$ cat config.mk
export PLATFORM = sky130hd
export DESIGN_NAME = msm_mul
export DESIGN_NICKNAME = d
export VERILOG_FILES = /design/src/rtl/msm_pkg.sv /design/src/rtl/msm_mul.sv
export SDC_FILE = /design/constraint.sdc
export NUM_CORES = 2
export LEC_CHECK = 0
export BUFFER_PORTS_ARGS = -buffer_cell sky130_fd_sc_hd__buf_2
export CORE_UTILIZATION = 66
export CTS_CLUSTER_DIAMETER = 150
export DETAILED_ROUTE_END_ITERATION = 8
export PLACE_DENSITY = 0.95
export SYNTH_ARGS = -nofsm -noshare
export SYNTH_HDL_FRONTEND = slang
export SYNTH_SLANG_ARGS = --single-unit
$ cat constraint.sdc
create_clock -name clk -period 10.3 [get_ports clk]
set_clock_uncertainty 0.05 [all_clocks]
set_input_delay 1.03 -clock clk [delete_from_list [all_inputs] [get_ports clk]]
set_output_delay 1.03 -clock clk [all_outputs]
set_load 0.05 [all_outputs]
$ cat src/rtl/msm_pkg.sv
// Package for the multi-voice sample mixer: codes, widths, shared types and
// the sample scaling function. No dependencies.
package msm_pkg;

	localparam int NUM_VOICES_DEF    = 8;
	localparam int SAMPLE_FRAMES_DEF = 65536;

	localparam logic [17:0] OUT_RATE_RST = 18'd48000;

	// Action codes carried in the input tuser.
	localparam logic [2:0] ACT_LOAD    = 3'd0;
	localparam logic [2:0] ACT_START   = 3'd1;
	localparam logic [2:0] ACT_TICK    = 3'd2;
	localparam logic [2:0] ACT_VOLUME  = 3'd3;
	localparam logic [2:0] ACT_RELEASE = 3'd4;

	// Divider: 50-bit dividend (offset times rate), 25-bit divisor.
	localparam int DIV_NW = 50;
	localparam int DIV_DW = 25;
	localparam int DIV_CW = 6;

	localparam logic [DIV_CW-1:0] DIV_STEPS_IDX = 6'd50;
	localparam logic [DIV_CW-1:0] DIV_STEPS_MOD = 6'd17;

	// Shared multiplier: 33 by 19 signed.
	localparam int MUL_AW = 33;
	localparam int MUL_BW = 19;
	localparam int MUL_PW = MUL_AW + MUL_BW;

	typedef struct packed {
		logic              start;
		logic [DIV_CW-1:0] steps;
	} div_ctl_t;

	typedef struct packed {
		logic busy;
		logic done;
	} div_sts_t;

	// Product divided by 256 toward zero, then saturated to 16 bits.
	function automatic logic [15:0] scale_sample(input logic signed [MUL_PW-1:0] p);
		logic signed [MUL_PW-1:0] q;
		begin
			q = p >>> 8;
			if (p[MUL_PW-1] && (p[7:0] != 8'd0)) begin
				q = q + MUL_PW'(1);
			end
			if (q > MUL_PW'(32767)) begin
				scale_sample = 16'h7fff;
			end else if (q < -MUL_PW'(32768)) begin
				scale_sample = 16'h8000;
			end else begin
				scale_sample = q[15:0];
			end
		end
	endfunction

endpackage

$ cat src/rtl/msm_mul.sv
// Shared signed multiplier with a registered product.
// Depends on msm_pkg.
module msm_mul (
	input  logic                                clk,
	input  logic signed [msm_pkg::MUL_AW-1:0]   a,
	input  logic signed [msm_pkg::MUL_BW-1:0]   b,
	output logic signed [msm_pkg::MUL_PW-1:0]   p
);

	always_ff @(posedge clk) begin
		p <= a * b;
	end

endmodule

==> impl_metrics.tcl <==
set metrics [dict create \
    top_register "p" \
    gp_congestion 0.9508 \
    synthArstFlopShare_pct 0 \
    largest_reg_flops 52 \
    dp_hpwl_um 46910 \
    drtPass1Iterations 9 \
    drive_gt1_share_pct 5.058 \
    drt-total-wl_um 58200 \
    die_h_um 187.5 \
    post_cts_buffers 0 \
    max_freq_ghz 0.1239 \
    cts_tree "yes" \
    post_dp_cell_area_um2 23370 \
    ctsHtreeMaxLevel 2 \
    clkTransAtPathRegs_ns 0.08 \
    tightest_slew_ns 0.9398 \
    die_x_um 187.5 \
    ys_types 51 \
    clockBufferDepth 2 \
    die-area_um2 35160 \
    core_um2 33700 \
    setup-violations-final 0 \
    synth-main-ff-cell "dfxtp_1" \
    area_growth_pct 3.697 \
    use_met2_pct 59.98 \
    use_met1_pct 41.01 \
    period_minus_slack_ns 8.074 \
    grt_antenna_before_repair 2 \
    ys_warn_count 0 \
    grt_pass1_wl_um 96380 \
    num_rows 67 \
    cp_data_required_time_ns 10.52 \
    io_pins 105 \
    numCtsBuffers 5 \
    stdcell_area_um2 23550 \
    period_share_pct 78.39 \
    holdBufCountCts 0 \
    synthesis.area_um2 22710 \
    hold_violations 0 \
    synth-seq-cells 52 \
    cp-start-kind "input port" \
    slew_violations 0 \
    grt_pass1_vias 19520 \
    fin_util_pct 69.88 \
    final_nets 3232 \
    reg_top3 "p: 52 flops" \
    drtIter0Drc 1716 \
    most-common-layout-cells "fa_1, inv_1, nand2_1" \
    vias 17200 \
    gr-usage-all-layers_pct 35.46 \
    syn-num-nets 3236 \
    post_cts_resized 0 \
    synth_edf_count 0 \
    start_util_pct 67.39 \
    rsz0062_at_grt "no" \
    crit_arrival_ns 8.29 \
    hold_path.class "input port to flop" \
    drc 0 \
    grt-ovfl-total 0 \
    crit_path_max_fanout 33 \
    end_kind "flop" \
    drt-wirelength-per-cell_um 20.19 \
    busiest_layer "met2" \
    grt_util_met3_pct 6.457 \
    cap_viol_max_count 0 \
    final_common_cell "fa_1" \
    finalSetupTns_ns 0 \
    viasPerCell 5.969 \
    root_buffer "clkbuf_16" \
    max_slew_margin_pct 36.68 \
    n_fill_cell 2298 \
    portBuffers 104 \
    seq_area_frac_synth_pct 4.584 \
    syn_avg_cell_area_um2 9.327 \
    synth_cells 2435 \
    route.antenna.remaining_nets 0 \
    whs_ns 1.134 \
    status "finished, final reports clean" \
    path_class "input port to flop" \
    cts_sinks 52 \
    grt_max_degree 34 \
]
stage by stage:
stage               std cells  setup WS (ns)
floorplan                2435          2.761
global placement         2872          2.344
detailed placement       2872          2.022
CTS                      2880          2.342
global route             2882          1.982
finish                   2882          2.226
worst max-delay path, stage by stage:
cell      delay (ns)
buf_2           0.26
nand2_1         0.19
inv_1           0.10
fa_1            0.63
inv_1           0.17
fa_1            0.54
inv_1           0.08
fa_1            0.69
inv_1           0.26
fa_1            0.55
inv_1           0.06
fa_1            0.58
fa_1            0.44
ha_1            0.30
ha_1            0.42
a21o_1          0.26
a21o_1          0.19
a21oi_1         0.27
o21bai_1        0.12
a21o_1          0.20
a21o_1          0.18
a21oi_1         0.21
mux2_2          0.36
nor3b_1         0.17
area by class of cell:
| cell class | count | area, um^2 | area share, % |
|---|---|---|---|
| multi-input cells | 1680 | 19030 | 80.81 |
| diodes | 2 | 5.005 | 0.02125 |
| clock inverters | 2 | 38.79 | 0.1647 |
| flip-flops and latches | 52 | 1041 | 4.420 |
| clock buffers | 6 | 138.9 | 0.5897 |
| inverters | 586 | 2200 | 9.340 |
| repair buffers | 106 | 535.5 | 2.274 |
| well taps | 448 | 560.5 | 2.380 |
worst paths after layout:
path | start | endpoint | slack, ns | cells after the start
min | a[0] | p[0] | 1.13 | 2
max | b[1] | p[48] | 2.23 | 24
metal layers:
metal / vias up / share of wire (%)
met5: - / 0
met4: 0 / 8.1
met3: 367 / 9.8
met2: 1189 / 50
met1: 8622 / 32
li1: 7026 / -
synth_stat cells, drive strengths merged (2+ instances only):
master / count / area [um^2]
nand2: 333 / 1250
fa: 607 / 12150
clkbuf: 117 / 439.2
mux2: 2 / 22.52
o21bai: 9 / 67.56
ha: 141 / 1764
and2: 290 / 1814
nor2b: 4 / 25.02
xor2: 22 / 192.7
a41oi: 2 / 25.03
a21oi: 45 / 225.2
and3: 2 / 12.51
nor3b: 3 / 22.52
nor3: 9 / 45.04
nand3: 9 / 50.05
o21a: 4 / 30.03
a21o: 32 / 240.2
xnor2: 32 / 280.3
nand4: 6 / 37.54
a31oi: 6 / 37.54
inv: 585 / 2196
o2111ai: 2 / 23.77
a211oi: 5 / 42.54
o311a: 3 / 41.29
nand2b: 13 / 81.33
a21boi: 2 / 15.01
dfxtp: 52 / 1041
o211ai: 3 / 22.52
o21ai: 21 / 105.1
or3: 2 / 12.51
a221oi: 2 / 17.52
and4: 7 / 61.31
a311oi: 2 / 17.52
nor2: 49 / 183.9
cells by family (layout without fill, tap and decap cells):
logic type	Yosys count	count (layout)	synth area share (%)
buffers and inverters	703	700	11.62
adder cells (fa/ha/maj)	748	748	61.27
AO/OA/AOI/OAI	145	145	4.380
other	0	2	0
flip-flops	52	52	4.584
multiplexers	2	2	0.09916
XOR/XNOR	54	54	2.083
AND/OR/NAND/NOR	731	731	15.96
Power is not shown: default switching activity piles up to over one toggle a cycle in this logic, so the estimate is an artifact.
