==> config.mk <==
export PLATFORM = sky130hd
export DESIGN_NAME = msm_div
export DESIGN_NICKNAME = d
export VERILOG_FILES = /design/src/rtl/msm_pkg.sv /design/src/rtl/msm_div.sv
export SDC_FILE = /design/constraint.sdc
export NUM_CORES = 1
export LEC_CHECK = 0
export ABC_AREA = 1
export BUFFER_PORTS_ARGS = -buffer_cell sky130_fd_sc_hd__buf_4
export CORE_UTILIZATION = 30
export DETAILED_ROUTE_END_ITERATION = 12
export GPL_TIMING_DRIVEN = 0
export SKIP_LAST_GASP = 1
export SLEW_MARGIN = 10
export SYNTH_ARGS = -nofsm -noshare
export SYNTH_HDL_FRONTEND = slang
export SYNTH_SLANG_ARGS = --single-unit
==> constraint.sdc <==
create_clock -name clk -period 3.95 [get_ports clk]
set_input_delay 0.395 -clock clk [delete_from_list [all_inputs] [get_ports clk]]
set_output_delay 0.395 -clock clk [all_outputs]
set_load 0.02 [all_outputs]
==> src/rtl/msm_pkg.sv <==
// Package for the multi-voice sample mixer: codes, widths, shared types and
// the sample scaling function. No dependencies.
package msm_pkg;

	localparam int NUM_VOICES_DEF    = 8;
	localparam int SAMPLE_FRAMES_DEF = 65536;

	localparam logic [17:0] OUT_RATE_RST = 18'd48000;

	// Action codes carried in the input tuser.
	localparam logic [2:0] ACT_LOAD    = 3'd0;
	localparam logic [2:0] ACT_START   = 3'd1;
	localparam logic [2:0] ACT_TICK    = 3'd2;
	localparam logic [2:0] ACT_VOLUME  = 3'd3;
	localparam logic [2:0] ACT_RELEASE = 3'd4;

	// Divider: 50-bit dividend (offset times rate), 25-bit divisor.
	localparam int DIV_NW = 50;
	localparam int DIV_DW = 25;
	localparam int DIV_CW = 6;

	localparam logic [DIV_CW-1:0] DIV_STEPS_IDX = 6'd50;
	localparam logic [DIV_CW-1:0] DIV_STEPS_MOD = 6'd17;

	// Shared multiplier: 33 by 19 signed.
	localparam int MUL_AW = 33;
	localparam int MUL_BW = 19;
	localparam int MUL_PW = MUL_AW + MUL_BW;

	typedef struct packed {
		logic              start;
		logic [DIV_CW-1:0] steps;
	} div_ctl_t;

	typedef struct packed {
		logic busy;
		logic done;
	} div_sts_t;

	// Product divided by 256 toward zero, then saturated to 16 bits.
	function automatic logic [15:0] scale_sample(input logic signed [MUL_PW-1:0] p);
		logic signed [MUL_PW-1:0] q;
		begin
			q = p >>> 8;
			if (p[MUL_PW-1] && (p[7:0] != 8'd0)) begin
				q = q + MUL_PW'(1);
			end
			if (q > MUL_PW'(32767)) begin
				scale_sample = 16'h7fff;
			end else if (q < -MUL_PW'(32768)) begin
				scale_sample = 16'h8000;
			end else begin
				scale_sample = q[15:0];
			end
		end
	endfunction

endpackage

==> src/rtl/msm_div.sv <==
// Restoring divider, one quotient bit per cycle, shared for the frame index
// and for address wrapping. Depends on msm_pkg.
module msm_div (
	input  logic                             clk,
	input  logic                             arst_n,
	input  msm_pkg::div_ctl_t                ctl,
	input  logic [msm_pkg::DIV_NW-1:0]       dividend,
	input  logic [msm_pkg::DIV_DW-1:0]       divisor,
	output msm_pkg::div_sts_t                sts,
	output logic [msm_pkg::DIV_NW-1:0]       quotient,
	output logic [msm_pkg::DIV_DW-1:0]       remainder
);

	logic                          busy_q;
	logic [msm_pkg::DIV_CW-1:0]    cnt_q;
	logic [msm_pkg::DIV_NW-1:0]    q_q;
	logic [msm_pkg::DIV_DW-1:0]    r_q;
	logic [msm_pkg::DIV_DW-1:0]    d_q;
	logic [msm_pkg::DIV_DW:0]      trial;
	logic                          fits;

	assign trial = {r_q, q_q[msm_pkg::DIV_NW-1]};
	assign fits  = trial >= {1'b0, d_q};

	always_ff @(posedge clk or negedge arst_n) begin
		if (!arst_n) begin
			busy_q <= 1'b0;
			cnt_q  <= '0;
		end else if (ctl.start) begin
			busy_q <= 1'b1;
			cnt_q  <= ctl.steps;
		end else if (busy_q) begin
			if (cnt_q == '0) begin
				busy_q <= 1'b0;
			end else begin
				cnt_q <= cnt_q - 1'b1;
			end
		end
	end

	// The caller aligns a short dividend to the top bits and runs fewer steps.
	always_ff @(posedge clk) begin
		if (ctl.start) begin
			q_q <= dividend;
			r_q <= '0;
			d_q <= divisor;
		end else if (busy_q && (cnt_q != '0)) begin
			q_q <= {q_q[msm_pkg::DIV_NW-2:0], fits};
			r_q <= fits ? msm_pkg::DIV_DW'(trial - {1'b0, d_q}) : trial[msm_pkg::DIV_DW-1:0];
		end
	end

	assign sts.busy  = busy_q;
	assign sts.done  = busy_q && (cnt_q == '0);
	assign quotient  = q_q;
	assign remainder = r_q;

endmodule

==> flow_summary.toml, run 1 <==
[setup_path]
cp-startpoint = "quotient[49]$_DFFE_PP_"
r2r_end = "quotient[0]$_DFFE_PP_"
critPathLaunchType = "flop"
cp.arrival_ns = 2.55
rr_worst_depth = 11
crit_end = "quotient[0]$_DFFE_PP_"
r2r-start = "quotient[49]$_DFFE_PP_"
crit_chain = "inv_1, ha_1, inv_1, fa_1, nand3_1, nand3_2, nand2_2, nand3_4, buf_6, nand2_1, nand2_1"
endpoint_kind = "flop"
slowest_stage = "edfxtp_1"
required_ns = 4.08
path_max_fanout = 10
critPathKind = "flop to flop"
crit_family = "simple AND/OR/NAND/NOR gates"
cp_num_cells = 11
reg2reg_slack_ns = 1.53
worst-path-buf-inv = 3
cp_slowest_stage_delay_ns = 0.43

[sta]
tightest_slew_ns = 0.536
fin_ws_ns = 1.53
period_share_pct = 61.2
slew_violations = 0
rsz0062_at_grt = "no"
slew_headroom_pct = 64.3
hold_viol_final = 0
skew_ns = 0.0124
finalCriticalPeriod_ns = 2.42
setup_violations = 0
fmax_ghz = 0.413

[logic_synthesis]
synth_area_leaders = "edfxtp_1, nand2_1, inv_1"
yosysWarnings = 0
ys.flop_type = "edfxtp_1"
synthCells = 880
syn-num-nets = 992
synth_largest_area_cell = "edfxtp_1"
async_reset_ff_share_pct = 6.54
syn_avg_cell_area_um2 = 7.40
yosys.area.top_type_share_pct = 34.6
synth.cell_area_um2 = 6510
synth_edf_count = 75
synth_common_cells = "nand2_1, inv_1, edfxtp_1, nand3_1, nor2_1"
yosysUniqueCellTypes = 35
yosysMostFrequentCell = "nand2_1"
synth-seq-cells = 107
seq_area_frac_synth_pct = 45.0

[floorplan]
die_h_um = 149
start_util_pct = 30.8
fp.coreArea_um2 = 21200
die_w_um = 149
dieArea_um2 = 22300
io_pins = 161
row_count = 53

[grt]
grt_pass1_wl_mm = 30.5
antenna_found_initial = 0
grt_start_max_net_pins = 51
track_usage_pct = 17.9
overflow = 0
grt_pass1_vias = 5982

[finish]
fin_cells = 1333
layout-drive-gt1-share_pct = 20.1
fin_nets = 1165
fillers = 2197
diodes = 0
area_growth_pct = 29.3

[placed_design]
gp_congestion = 0.891
post-place-ws_ns = 1.51
dp.cells = 1316
hpwl_mm = 15.0
port_buffers = 160

[clocking]
root_buffer = "clkbuf_16"
cts_tree = "yes"
clkLatencyLatePin_ns = 0.36
htreeDepth = 3
clk_path_buf_depth = 2
numCtsBuffers = 9
post_cts_resized = 0
cts.sinks = 107
path_clk_slew_ns = 0.09

[route]
first_iter_violations = 231
route.detailed.drc = 0
num_vias = 5989
first_pass_iters = 5
drt_wl_total_mm = 19.1
wl_per_cell_um = 14.3
routed_via_density = 4.49
antenna_left = 0

[min_path]
hold_class = "input pin to flop"

[power]
leakage_nw = 4.45
p_per_area_nw_per_um2 = 633
power_mw = 5.33
ir_drop_mv = 0.253

[flow_run]
drv_cap = 0

[status]
status = "completed"
-- state kept, by name (all words and copies together) (netlist names) --
name and count:
cnt_q 6, d_q 25, busy_q 1, quotient 50, remainder 25
-- power by group --
part           total (mW)  internal, mW  leakage, nW  switching, mW
Sequential           1.66          1.47         1.08          0.195
Combinational        2.69          1.01         3.22           1.68
Clock               0.979         0.466        0.156          0.513
-- repair_timing --
item / in CTS / in global routing
setup buffers: 0 / 0
endpoints found under the hold margin: 7 / 0
setup endpoints to repair: 0 / 0
hold buffers: 1 / 0
-- layer usage --
metal / global-route usage [%] / part of all wire [%] / up-vias
met2: 30.6 / 48 / 167
met3: 6.15 / 8.6 / 16
met5: 0 / 0 / -
met4: 4.85 / 1.2 / 0
li1: - / - / 3110
met1: 21.2 / 42 / 2696
-- how the worst min path moves through the flow --
stage | from | endpoint | slack (ns) | depth (start not counted)
finish | divisor[9] | d_q[9]$_DFFE_PP_ | 0.20 | 1
global route | divisor[9] | d_q[9]$_DFFE_PP_ | 0.18 | 1
CTS | divisor[9] | d_q[9]$_DFFE_PP_ | 0.19 | 1
detailed placement | arst_n | busy_q$_DFF_PN0_ | 0.22 | 1
global placement | arst_n | busy_q$_DFF_PN0_ | 0.22 | 1
floorplan | arst_n | busy_q$_DFF_PN0_ | 0.1 | 0
-- cell type report --
class                   instances  area, um^2  area share (%)
clock inverters                 7        96.3            1.14
repair buffers                162        1240            14.7
inverters                     151         567            6.73
multi-input cells             598        2900            34.4
plain buffers                  24         121            1.44
clock buffers                   9         225            2.67
flip-flops and latches        107        2930            34.8
well taps                     275         344            4.09
-- cell families (layout without fill, tap and decap cells) --
| family | Yosys count | count (layout) | share of synthesized area, % |
|---|---|---|---|
| simple gates | 524 | 524 | 34.1 |
| buf+inv | 175 | 353 | 10.5 |
| flops | 107 | 107 | 45.0 |
| compound gates | 31 | 31 | 2.96 |
| fa+ha+maj | 28 | 28 | 5.49 |
| xor+xnor | 15 | 15 | 2.02 |
-- metrics by stage --
| stage | hold WS (ns) | area [um^2] | setup TNS [ns] | util, % |
|---|---|---|---|---|
| 2_1_floorplan | 0.0994 | 6510 | 0 | - |
| 3_5_place_dp | 0.216 | 8090 | 0 | 38.2 |
| 4_1_cts | 0.186 | 8420 | 0 | 39.8 |
| 5_1_grt | 0.185 | 8420 | 0 | 39.8 |
| 3_3_place_gp | 0.216 | 8060 | -17.73 | 38.1 |
| 6_report | 0.204 | 8420 | 0 | 39.8 |
-- layout by cell type, fill, tap and decap left out, types with 5 or more instances in the layout --
master	n
nand3_2	5
nor2_1	33
dfxtp_1	25
nand2_1	384
xor2_1	5
nand3_1	51
xnor2_1	10
clkbuf_1	12
a21oi_1	12
dfrtp_1	7
o21ai_0	6
buf_4	161
inv_2	5
nor2_2	7
inv_1	145
clkbuf_16	9
buf_2	7
ha_1	27
edfxtp_1	75
nand4_1	32
Note: power is estimated with default switching activity, not from simulation.
==> run 2: changes to the inputs <==
Clock period 3.95 ns to 2.3 ns, I/O delays scaled along.
==> flow_summary.toml, run 2 (synthesized netlist as in run 1, its figures left out) <==
[status]
status = "completed"

[setup_path]
path_max_fanout = 7
critPathKind = "flop to flop"
critPathLaunchType = "flop"
endpoint_kind = "flop"
required_ns = 2.43
cp.arrival_ns = 2.34

[power]
ir_drop_mv = 0.396
power_mw = 9.87
p_per_area_nw_per_um2 = 1120
leakage_nw = 4.54

[route]
first_iter_violations = 288
drt_wl_total_mm = 19.8
wl_per_cell_um = 14.7
route.detailed.drc = 0
routed_via_density = 4.57
num_vias = 6153
antenna_left = 0
first_pass_iters = 5

[placed_design]
hpwl_mm = 14.9
gp_congestion = 0.888
port_buffers = 160
post-place-ws_ns = -0.101
place_area_um2 = 8090
dp.cells = 1316

[min_path]
hold_class = "input pin to flop"

[finish]
area_growth_pct = 35.9
layout-drive-gt1-share_pct = 24.6
final_cell_mix = "nand2_1, buf_4, inv_1"
fillers = 2132
diodes = 0
largest_reg_flops = 50
fin_cells = 1346
layout_commonest_cell = "nand2_1"
fin_nets = 1178
final_area_um2 = 8850

[sta]
fin_ws_ns = 0.0942
tightest_slew_ns = 0.631
finalCriticalPeriod_ns = 2.21
fmax_ghz = 0.453
setup_violations = 0
slew_violations = 0
skew_ns = 0.00874
hold_viol_final = 0
period_share_pct = 95.9
slew_headroom_pct = 58.0

[clocking]
clkLatencyLatePin_ns = 0.37
root_buffer = "clkbuf_16"
cts.sinks = 107
htreeDepth = 3
clk_path_buf_depth = 2
cts_tree = "yes"
numCtsBuffers = 9
path_clk_slew_ns = 0.08

[grt]
grt_pass1_wl_mm = 30.6
overflow = 0
track_usage_pct = 18.0
antenna_found_initial = 0
grt_start_max_net_pins = 60
grt_pass1_vias = 5889

[floorplan]
die_h_um = 149
start_util_pct = 30.8
fp.coreArea_um2 = 21200
row_count = 53
dieArea_um2 = 22300
die_w_um = 149
io_pins = 161

[flow_run]
drv_cap = 0
-- run 2: area by class of cell --
cell class | count | area, um^2 | share of cell area, %
Buffer | 24 | 149 | 1.68
Clock buffer | 9 | 225 | 2.55
Clock inverter | 7 | 81.3 | 0.919
Inverter | 151 | 567 | 6.41
Multi-Input combinational cell | 598 | 3180 | 35.9
Sequential cell | 107 | 2930 | 33.1
Tap cell | 275 | 344 | 3.89
Timing Repair Buffer | 175 | 1370 | 15.5
-- run 2: worst max-delay path, cell delays in order, from the launching register on --
cell and delay (ns):
edfxtp_1 0.44, inv_2 0.11, ha_4 0.13, inv_1 0.06
fa_2 0.40, nand3_2 0.11, nand3_4 0.11, nand2_4 0.12
nand3_4 0.17, buf_12 0.21, nand2_1 0.05, nand2_1 0.05
-- run 2: path summary, 6_finish.rpt --
kind / from / endpoint / slack, ns / cells after the start
setup reg to reg: quotient[49]$_DFFE_PP_ / quotient[0]$_DFFE_PP_ / 0.09 / 11
max in group asynchronous: arst_n / cnt_q[3]$_DFFE_PN0P_ / 1.97 / 2
hold / removal: divisor[17] / d_q[17]$_DFFE_PP_ / 0.03 / 1
setup / recovery: quotient[49]$_DFFE_PP_ / quotient[0]$_DFFE_PP_ / 0.09 / 11
hold reg to reg: remainder[24]$_SDFFE_PP0P_ / remainder[24]$_SDFFE_PP0P_ / 0.49 / 2
min in group asynchronous: arst_n / busy_q$_DFF_PN0_ / 0.21 / 2
-- run 2: metal layers --
layer	global-route usage [%]	up-vias	wire (um)
li1	-	3133	-
met4	6.33	0	316
met2	30.0	206	9550
met3	6.27	23	1710
met1	21.4	2791	8200
met5	0	-	0
-- run 2: where the power goes --
group | internal [mW] | total (mW) | switching [mW]
clock | 0.779 | 1.64 | 0.863
sequential | 2.53 | 2.93 | 0.405
combinational | 2.24 | 5.30 | 3.06
-- run 2: through the flow --
| stage | setup TNS (ns) | hold WS [ns] | utilization [%] |
|---|---|---|---|
| finish | 0 | 0.0327 | 41.8 |
| floorplan | 0 | -0.0656 | - |
| global route | -0.0390 | 0.0200 | 41.8 |
| global placement | -26.12 | 0.0490 | 38.1 |
| CTS | 0 | 0.0201 | 40.0 |
| detailed placement | -0.995 | 0.0519 | 38.2 |
-- run 2: what timing repair did --
item | CTS | global route
hold endpoints to repair | 7 | 0
hold buffers | 1 | 0
setup endpoints to repair | 21 | 23
setup buffers | 2 | 9
pin swaps | 1 | 13
resized for setup | 6 | 55
cloned | 0 | 2
==> run 3: changes to the inputs <==
Settings changed: BUFFER_PORTS_ARGS -buffer_cell sky130_fd_sc_hd__buf_4 to -buffer_cell sky130_fd_sc_hd__buf_2, CTS_BUF_LIST from default to sky130_fd_sc_hd__clkbuf_8.
==> flow_summary.toml, run 3 (synthesized netlist as in run 1, its figures left out) <==
[status]
status = "completed"

[grt]
grt_pass1_wl_mm = 31.2
overflow = 0
track_usage_pct = 18.1
grt_start_max_net_pins = 53
grt_pass1_vias = 6204
antenna_found_initial = 1

[clocking]
clk_path_buf_depth = 2
cts_tree = "yes"
path_clk_slew_ns = 0.13
clkLatencyLatePin_ns = 0.40
root_buffer = "clkbuf_8"
htreeDepth = 3
numCtsBuffers = 9
cts.sinks = 107

[finish]
final_cell_mix = "nand2_1, buf_2, inv_1"
area_growth_pct = 28.7
largest_reg_flops = 50
fin_cells = 1368
fin_nets = 1199
postLayoutCoreUtil_pct = 39.6
layout_commonest_cell = "nand2_1"
layout-drive-gt1-share_pct = 22.6

[sta]
period_share_pct = 96.1
setup_violations = 0
hold_viol_final = 0
setup_tns_ns = 0
fmax_ghz = 0.452
tightest_slew_ns = 0.741
fin_ws_ns = 0.0888
finalCriticalPeriod_ns = 2.21
skew_ns = 0.0176
slew_violations = 0
slew_headroom_pct = 50.6

[flow_run]
drv_cap = 0

[floorplan]
io_pins = 161
fp.coreArea_um2 = 21200
die_w_um = 149
die_h_um = 149
row_count = 53
dieArea_um2 = 22300
start_util_pct = 30.8

[setup_path]
worst-path-buf-inv = 3
cp-startpoint = "d_q[6]$_DFFE_PP_"
r2r-start = "d_q[6]$_DFFE_PP_"
rr_worst_depth = 12
crit_family = "simple AND/OR/NAND/NOR gates"
crit_end = "remainder[17]$_SDFFE_PP0P_"
crit_chain = "inv_1, ha_2, nand2_2, nor2_4, inv_2, nor3_4, nand3_4, nand3_4, buf_12, nand3_1, nand3_1, nand2_1"
endpoint_kind = "flop"
reg2reg_slack_ns = 0.09
path_max_fanout = 10
required_ns = 2.59
critPathLaunchType = "flop"
cp_num_cells = 12
critPathKind = "flop to flop"
cp.arrival_ns = 2.51
r2r_end = "remainder[17]$_SDFFE_PP0P_"
cp_slowest_stage_delay_ns = 0.37
slowest_stage = "ha_2"

[route]
first_pass_iters = 6
drt_wl_total_mm = 19.1
routed_via_density = 4.45
wl_per_cell_um = 14.0
route.detailed.drc = 0
first_iter_violations = 305
top_layer_used = "met4"
num_vias = 6085
antenna_left = 0
met2_length_mm = 9.16
met1_length_mm = 8.56
dr_wl_met3_mm = 1.13

[placed_design]
hpwl_mm = 14.8
port_buffers = 160
gp_congestion = 0.889
dp.cells = 1316
post-place-ws_ns = -0.126

[power]
leakage_nw = 4.47
ir_drop_mv = 0.501
power_mw = 8.96
p_per_area_nw_per_um2 = 1070

[min_path]
hold_class = "input pin to flop"
[run 3: cell types whose count changed in the layout (fill, tap and decap cells not counted), sizes merged]
cell,change
dlygate4sd3,+25
clkbuf,-3
clkinvlp,-2
buf,-1
bufinv,+1
clkinv,+1
diode,+1
[run 3: worst reg2reg max path: stages, from the launching register on]
cell and delay [ns]:
edfxtp_1 0.34, inv_1 0.04, ha_2 0.37, nand2_2 0.11, nor2_4 0.16, inv_2 0.06
nor3_4 0.27, nand3_4 0.17, nand3_4 0.18, buf_12 0.16, nand3_1 0.12, nand3_1 0.09
nand2_1 0.05
[run 3: stage by stage]
| step | area (um^2) | hold WS (ns) |
|---|---|---|
| 3_5_place_dp | 7690 | 0.0787 |
| 3_3_place_gp | 7660 | 0.0732 |
| 5_1_grt | 8380 | 0.0468 |
| 4_1_cts | 8200 | 0.00482 |
| 2_1_floorplan | 6510 | -0.0656 |
| 6_report | 8380 | 0.0348 |
[run 3: worst min path at each step]
stage	from	endpoint	depth (start not counted)
6_report	ctl[1]	cnt_q[1]$_DFFE_PN0P_	3
5_1_grt	ctl[1]	cnt_q[1]$_DFFE_PN0P_	3
4_1_cts	divisor[8]	d_q[8]$_DFFE_PP_	1
3_5_place_dp	arst_n	busy_q$_DFF_PN0_	1
3_3_place_gp	arst_n	busy_q$_DFF_PN0_	1
2_1_floorplan	arst_n	busy_q$_DFF_PN0_	0
[run 3: what timing repair did]
item / 4_1_cts / 5_1_grt
setup endpoints to repair: 21 / 22
pin swaps: 1 / 9
setup buffers: 1 / 9
hold buffers: 25 / 1
resized for setup: 7 / 34
endpoints found under the hold margin: 31 / 1
[run 3: layout make-up]
class,count,area [um^2]
flip-flops and latches,107,2930
clock buffers,9,124
well taps,275,344
clock inverters,7,92.6
diodes,1,2.50
inverters,151,567
plain buffers,23,145
repair buffers,197,1160
multi-input cells,598,3010
fillers,2201,12800
[run 3: routing by layer]
layer  up-vias  GRT usage [%]
met5         -              0
met4         0           6.94
met3        17           3.94
met2       157           30.8
met1      2741           22.3
li1       3170              -
[run 3: where the power goes]
group | leakage (nW) | switching, mW | total [mW] | internal (mW)
Sequential | 1.08 | 0.327 | 2.85 | 2.52
Clock | 0.109 | 0.793 | 1.33 | 0.534
Combinational | 3.28 | 3.00 | 4.78 | 1.78
Total | 4.47 | 4.12 | 8.96 | 4.84
